`config.mk`:
```
export PLATFORM = sky130hd
export DESIGN_NAME = ghf_ctrl
export DESIGN_NICKNAME = d
export VERILOG_FILES = /design/src/rtl/core/ghf_pkg.sv /design/src/rtl/core/ghf_ctrl.sv
export SDC_FILE = /design/constraint.sdc
export NUM_CORES = 1
export LEC_CHECK = 0
export ABC_CLOCK_PERIOD_IN_PS = 1500
export BUFFER_PORTS_ARGS = -buffer_cell sky130_fd_sc_hd__buf_2
export CAP_MARGIN = 20
export CORE_AREA = 5 5 42 44
export CTS_CLUSTER_DIAMETER = 120
export DETAILED_ROUTE_END_ITERATION = 8
export DIE_AREA = 0 0 47 49
export PLACE_DENSITY = 0.62
export SLEW_MARGIN = 15
export SYNTH_ARGS = -nofsm -noshare
export SYNTH_HDL_FRONTEND = slang
export SYNTH_SLANG_ARGS = --single-unit
```
`constraint.sdc`:
```
create_clock -name clk -period 1.5 [get_ports clk]
set_input_delay 0 -clock clk [delete_from_list [all_inputs] [get_ports clk]]
set_output_delay 0 -clock clk [all_outputs]
set_load 0.01 [all_outputs]
```
`src/rtl/core/ghf_pkg.sv`:
```
// ----------------------------------------------------------------------------
// ghf_pkg
// Shared types and constants for the 3x3 masked-mean grid fill unit.
// ----------------------------------------------------------------------------
package ghf_pkg;

    localparam int COORD_W    = 9;
    localparam int IN_VALUE_W = 32;
    localparam int FILL_W     = 32;
    localparam int COUNT_W    = 4;
    localparam int SIZE_W     = 10;
    localparam int THR_W      = 4;
    localparam int CFG_IDX_W  = 2;
    localparam int CFG_DATA_W = 10;
    localparam int DIV_STEP   = 6;

    localparam logic OP_WRITE = 1'b0;
    localparam logic OP_QUERY = 1'b1;

    localparam logic [CFG_IDX_W-1:0] REG_GRID_ROWS = 2'd0;
    localparam logic [CFG_IDX_W-1:0] REG_GRID_COLS = 2'd1;
    localparam logic [CFG_IDX_W-1:0] REG_MIN_VALID = 2'd2;

    localparam logic [SIZE_W-1:0] GRID_ROWS_RST = 10'd512;
    localparam logic [SIZE_W-1:0] GRID_COLS_RST = 10'd512;
    localparam logic [THR_W-1:0]  MIN_VALID_RST = 4'd5;

    typedef struct packed {
        logic clear_en;
        logic wr_en;
        logic q_load;
        logic rd_en;
        logic div_load;
        logic div_step;
        logic out_en;
    } ghf_cmd_t;

    typedef struct packed {
        logic clear_last;
        logic win_last;
        logic div_last;
    } ghf_stat_t;

endpackage

```
`src/rtl/core/ghf_ctrl.sv`:
```
// ----------------------------------------------------------------------------
// ghf_ctrl
// Sequencer: clearing pass, write beats, window reads, divide, result.
// ----------------------------------------------------------------------------
module ghf_ctrl (
    input  logic                clk,
    input  logic                rst_n,
    input  logic                start,
    input  logic                op,
    input  ghf_pkg::ghf_stat_t  stat,
    output ghf_pkg::ghf_cmd_t   cmd,
    output logic                busy
);

    typedef enum logic [6:0] {
        ST_CLEAR = 7'b0000001,
        ST_IDLE  = 7'b0000010,
        ST_READ  = 7'b0000100,
        ST_DRAIN = 7'b0001000,
        ST_LOAD  = 7'b0010000,
        ST_DIV   = 7'b0100000,
        ST_OUT   = 7'b1000000
    } state_t;

    state_t state_reg, state_next;

    always_comb
    begin
        state_next = state_reg;
        cmd        = '0;
        unique case (state_reg)
            ST_CLEAR:
            begin
                cmd.clear_en = 1'b1;
                if (stat.clear_last)
                begin
                    state_next = ST_IDLE;
                end
            end
            ST_IDLE:
            begin
                if (start)
                begin
                    if (op == ghf_pkg::OP_QUERY)
                    begin
                        cmd.q_load = 1'b1;
                        state_next = ST_READ;
                    end
                    else
                    begin
                        cmd.wr_en = 1'b1;
                    end
                end
            end
            ST_READ:
            begin
                cmd.rd_en = 1'b1;
                if (stat.win_last)
                begin
                    state_next = ST_DRAIN;
                end
            end
            ST_DRAIN:
            begin
                state_next = ST_LOAD;
            end
            ST_LOAD:
            begin
                cmd.div_load = 1'b1;
                state_next   = ST_DIV;
            end
            ST_DIV:
            begin
                cmd.div_step = 1'b1;
                if (stat.div_last)
                begin
                    state_next = ST_OUT;
                end
            end
            ST_OUT:
            begin
                cmd.out_en = 1'b1;
                state_next = ST_IDLE;
            end
            default:
            begin
                state_next = ST_IDLE;
            end
        endcase
    end

    always_ff @(posedge clk or negedge rst_n)
    begin
        if (!rst_n)
        begin
            state_reg <= ST_CLEAR;
        end
        else
        begin
            state_reg <= state_next;
        end
    end

    assign busy = (state_reg != ST_IDLE);

endmodule

```
## Word-level counts from Yosys, hierarchy flattened

Index checks and enable logic that the tools add are counted.

| storage, ports and cells | value |
|---|---|
| flip-flop bits (word level) | 7 |

| operators by class | value |
|---|---|
| multiplexer cells | 15 |
| equality and inequality tests | 13 |
| reduce and logical (&&, ||, !) cells | 1 |

Operator list:

| operator | number |
|---|---|
| 7-bit one-hot mux with 6 select lines | 1 |
| 7-bit two-way mux | 5 |
| 2-bit inequality test, second input constant | 5 |
| 7-bit by 1-bit equality test with 1-bit output, second input constant | 1 |
| 7-bit by 2-bit equality test with 1-bit output, second input constant | 1 |
| 7-bit by 3-bit equality test with 1-bit output, second input constant | 1 |
| 7-bit by 4-bit equality test with 1-bit output, second input constant | 1 |
| 7-bit by 5-bit equality test with 1-bit output, second input constant | 1 |
| 7-bit by 6-bit equality test with 1-bit output, second input constant | 1 |
| 7-bit equality test, second input constant | 1 |
| 1-bit two-way mux | 7 |
| 7-bit by 2-bit inequality test with 1-bit output, second input constant | 1 |
| 5-bit AND reduction | 1 |
| 2-bit two-way mux | 2 |

## Logic depth before layout (Yosys ltp)

| logic depth | value |
|---|---|
| depth after elaboration | 3 |
| depth in mapped cells | 3 |
| gate-level depth less buffers | 3 |

## Least setup slack after synthesis

No wires, ideal clock.

| timing path | value |
|---|---|
| kind | register -> register |
| from | reg state_reg[5] |
| to | reg state_reg[1] |
| setup time | 111 ps |
| data arrival time | 1,198 ps |
| buffers on the path | 0 |
| period minus slack after synthesis | 1,309 ps |
| cell stages (with the launch flop) | 4 |
| path slack | 191 ps |
| cells stage by stage | dfrtp_1 xor2_1 a211o_1 a2111oi_2 |

| between the ends | value |
|---|---|
| longest elaborated chain between the ends | 3 |
| elaborated cells between the ends (all ways) | 13 |

Ends and longest elaborated chain:

| element | RTL line | source |
|---|---|---|
| from (decl) | ghf_ctrl.sv:25 | `state_t state_reg, state_next;` |
| from (signal assigned) | ghf_ctrl.sv:100 | `state_reg <= state_next;` |
| 7-bit by 1-bit equality test with 1-bit output, or another cell as far along | ghf_ctrl.sv:31 | `unique case (state_reg)` |
| 2-bit inequality test (no source line) | - |  |
| 5-bit AND reduction (no source line) | - |  |

Several ways; a longest one is shown, not always the timed one.
A chain may end at the register's enable or synchronous reset.

==> key figures <==
CTS
  • Reg clk slew, reported paths: 0.05 ns
  • # clock sinks: 7
  • Max clock buf depth: 2
  • H-tree Lvls: 1
  • CTS root buf: clkbuf_4
  • Clock Latency Late Sink: 0.25 ns
  • CTS tree: yes
  • Clock buffer count from CTS: 3

Finish
  • Layout cells sized above 1: 0.492
  • Layout area overhead: 50.5%
  • Final net count: 67
  • Final instance area: 597 um2
  • Max reg flops: 7
  • Post-layout util: 0.426
  • Final Non-Filler Cells: 75
  • Diodes inserted: 0

Power and ir drop
  • Peak VDD IR: 369 uV
  • Final Total Pwr: 476 uW
  • Leakage power: 0.327 nW
  • Power per cell area: 797 nW/um2

Worst setup path
  • Crit Path Category: flip-flop to output port
  • CP arrival: 1.46 ns
  • R2r setup slk: 0.09 ns
  • Crit path required time: 1.50 ns
  • Crit end category: output port
  • Largest stage delay on the critical path: 0.44 ns
  • Critical Path Slowest Stage Cell: dfrtp_1
  • Critical path's top delay family: simple AND/OR/NAND/NOR gates
  • Startpoint types: flip-flop
  • Max Fanout on Critical Path: 5
  • Worst-path cell chain: nor4bb_1 -> and3_4 -> buf_6
  • Buf/Inv on CP: 1

Routing
  • DR iter-0 viols: 6
  • Routed WL: 966 um
  • Drt pass-1 iters: 2
  • DR WL/cell: 12.9 um
  • Post-DRT Antenna Nets: 0
  • DR vias/cell: 4.88
  • Via count: 366
  • Number of remaining DRC errors: 0

Timing
  • Min Tclk post-route: 1.46 ns
  • Slew @ Worst Pin: 0.452 ns
  • Final setup vio count: 0
  • Final period util: 0.971
  • Hold WS: 0.0356 ns
  • Fmax: 686 MHz
  • Skew final: 0.000157 ns
  • Fin. Hold Viols: 0
  • RSZ-0062 raised after global routing: true
  • Max-Slew Margin vs Limit: 0.694
  • Slew Limit Fails: 0
  • Total Negative Setup Slacks: 0 ns
  • Final WS setup: 0.0431 ns

Placed design
  • # port buffers: 14
  • Placed cell area: 494 um2
  • Dpl ws: 0.140 ns
  • Placed cells: 66
  • HPWL after DPL: 664 um
  • Final GP Congestion: 0.771

Logic synthesis
  • Synthesized area: 397 um2
  • Syn_nets: 42
  • Post-synthesis register bit count: 7
  • Post-synthesis async set-or-reset flop share: 1.00
  • Primary FF master, synth: dfrtp_1
  • Mean Syn Cell Area: 11.3 um2
  • Yosys cell types: 21
  • Yosys warns: 0
  • Synth top area share: 0.379
  • Dominant cells by area after synthesis: dfrtp_1, dfstp_2, and3_1
  • EDFF count, synth: 0
  • Mapped Cells: 35
  • Register area share after synthesis: 0.445
  • Cell type with the largest total area after synthesis: dfrtp_1

Global routing
  • Vias in the first global route: 375
  • Total GRT Usage: 0.0999
  • Global-route wire length before repair: 1640 um
  • GRT overflow: 0
  • Initial antenna violation count: 0
  • Largest net degree at the start of global routing: 8

Status
  • Status: completed

Floorplanning
  • Die ar.: 2300 um2
  • Die Height: 49 um
  • CORE AREA: 1400 um2
  • I/O pin count: 15
  • Die W: 47 um
  • Initial Util: 0.283
  • Site Rows: 14

Job
  • MaxCap Viol Count: 0

Worst hold path
  • Hold crit path type: input port to flip-flop
-- cell usage after synthesis, types with 2 or more instances --
cell	number
nor2_1	3
nor4b_1	2
dfrtp_1	6
and2_1	3
and4b_1	2
and3_1	4
-- power breakdown --
part           total [mW]  switching (mW)  internal (mW)
combinational      0.0985          0.0440         0.0545
sequential          0.204         0.00850          0.195
clock               0.173          0.0717          0.102
-- cell usage in the layout, fill, tap and decap left out, drive strengths merged --
cell type / synthesis / final
nor4: 1 / 1
nor4b: 2 / 2
nor4bb: 1 / 1
clkbuf: 0 / 4
dfstp: 1 / 1
a211o: 1 / 1
nand2: 1 / 1
dfrtp: 6 / 6
nor2b: 1 / 1
a21o: 1 / 1
and2: 3 / 3
and4b: 3 / 3
and3: 4 / 4
inv: 1 / 1
a2111oi: 1 / 1
and4bb: 1 / 1
dlygate4sd3: 0 / 3
xor2: 1 / 1
or2: 1 / 1
nor2: 3 / 3
nor3: 1 / 1
nand4bb: 1 / 1
buf: 0 / 17
-- worst paths after layout --
| kind | startpoint | end | cells after the start |
|---|---|---|---|
| worst max-delay path | state_reg[6] | cmd[4] | 3 |
| worst min-delay path | stat[2] | state_reg[0] | 2 |
| worst max register to register | state_reg[2] | state_reg[1] | 4 |
| worst min register to register | state_reg[0] | state_reg[0] | 1 |
| max in group asynchronous | rst_n | state_reg[0] | 2 |
| min in group asynchronous | rst_n | state_reg[2] | 2 |
-- metal layers --
| metal | routed length, um | vias to the layer above | track usage |
|---|---|---|---|
| met5 | 0 | - | 0 |
| met4 | 15 | 0 | 0.0553 |
| met3 | 55 | 2 | 0.0332 |
| met2 | 468 | 10 | 0.143 |
| met1 | 426 | 170 | 0.128 |
| li1 | - | 184 | - |
-- final cells by class --
cell class,instances,area [um2]
clock buffers,4,26.3
fillers,148,805
repair buffers,20,135
well taps,16,20.0
multi-input cells,27,234
inverters,1,3.75
flip-flops and latches,7,178
-- kinds of logic after synthesis --
kind of cell,Yosys count,synth area share
AOI/OAI and AO/OA,3,0.0789
xor gates and xnor gates,1,0.0221
buffers and inverters,1,0.00945
DFF,7,0.445
and+or+nand+nor,23,0.445
-- what timing repair did --
action / 4_1_cts / 5_1_grt
gates resized for setup: 3 / 3
hold buffers: 3 / 0
endpoints found under the setup margin: 3 / 4
hold endpoints to repair: 9 / 0
setup buffers: 0 / 2
Note: power is estimated with default switching activity, not from simulation.
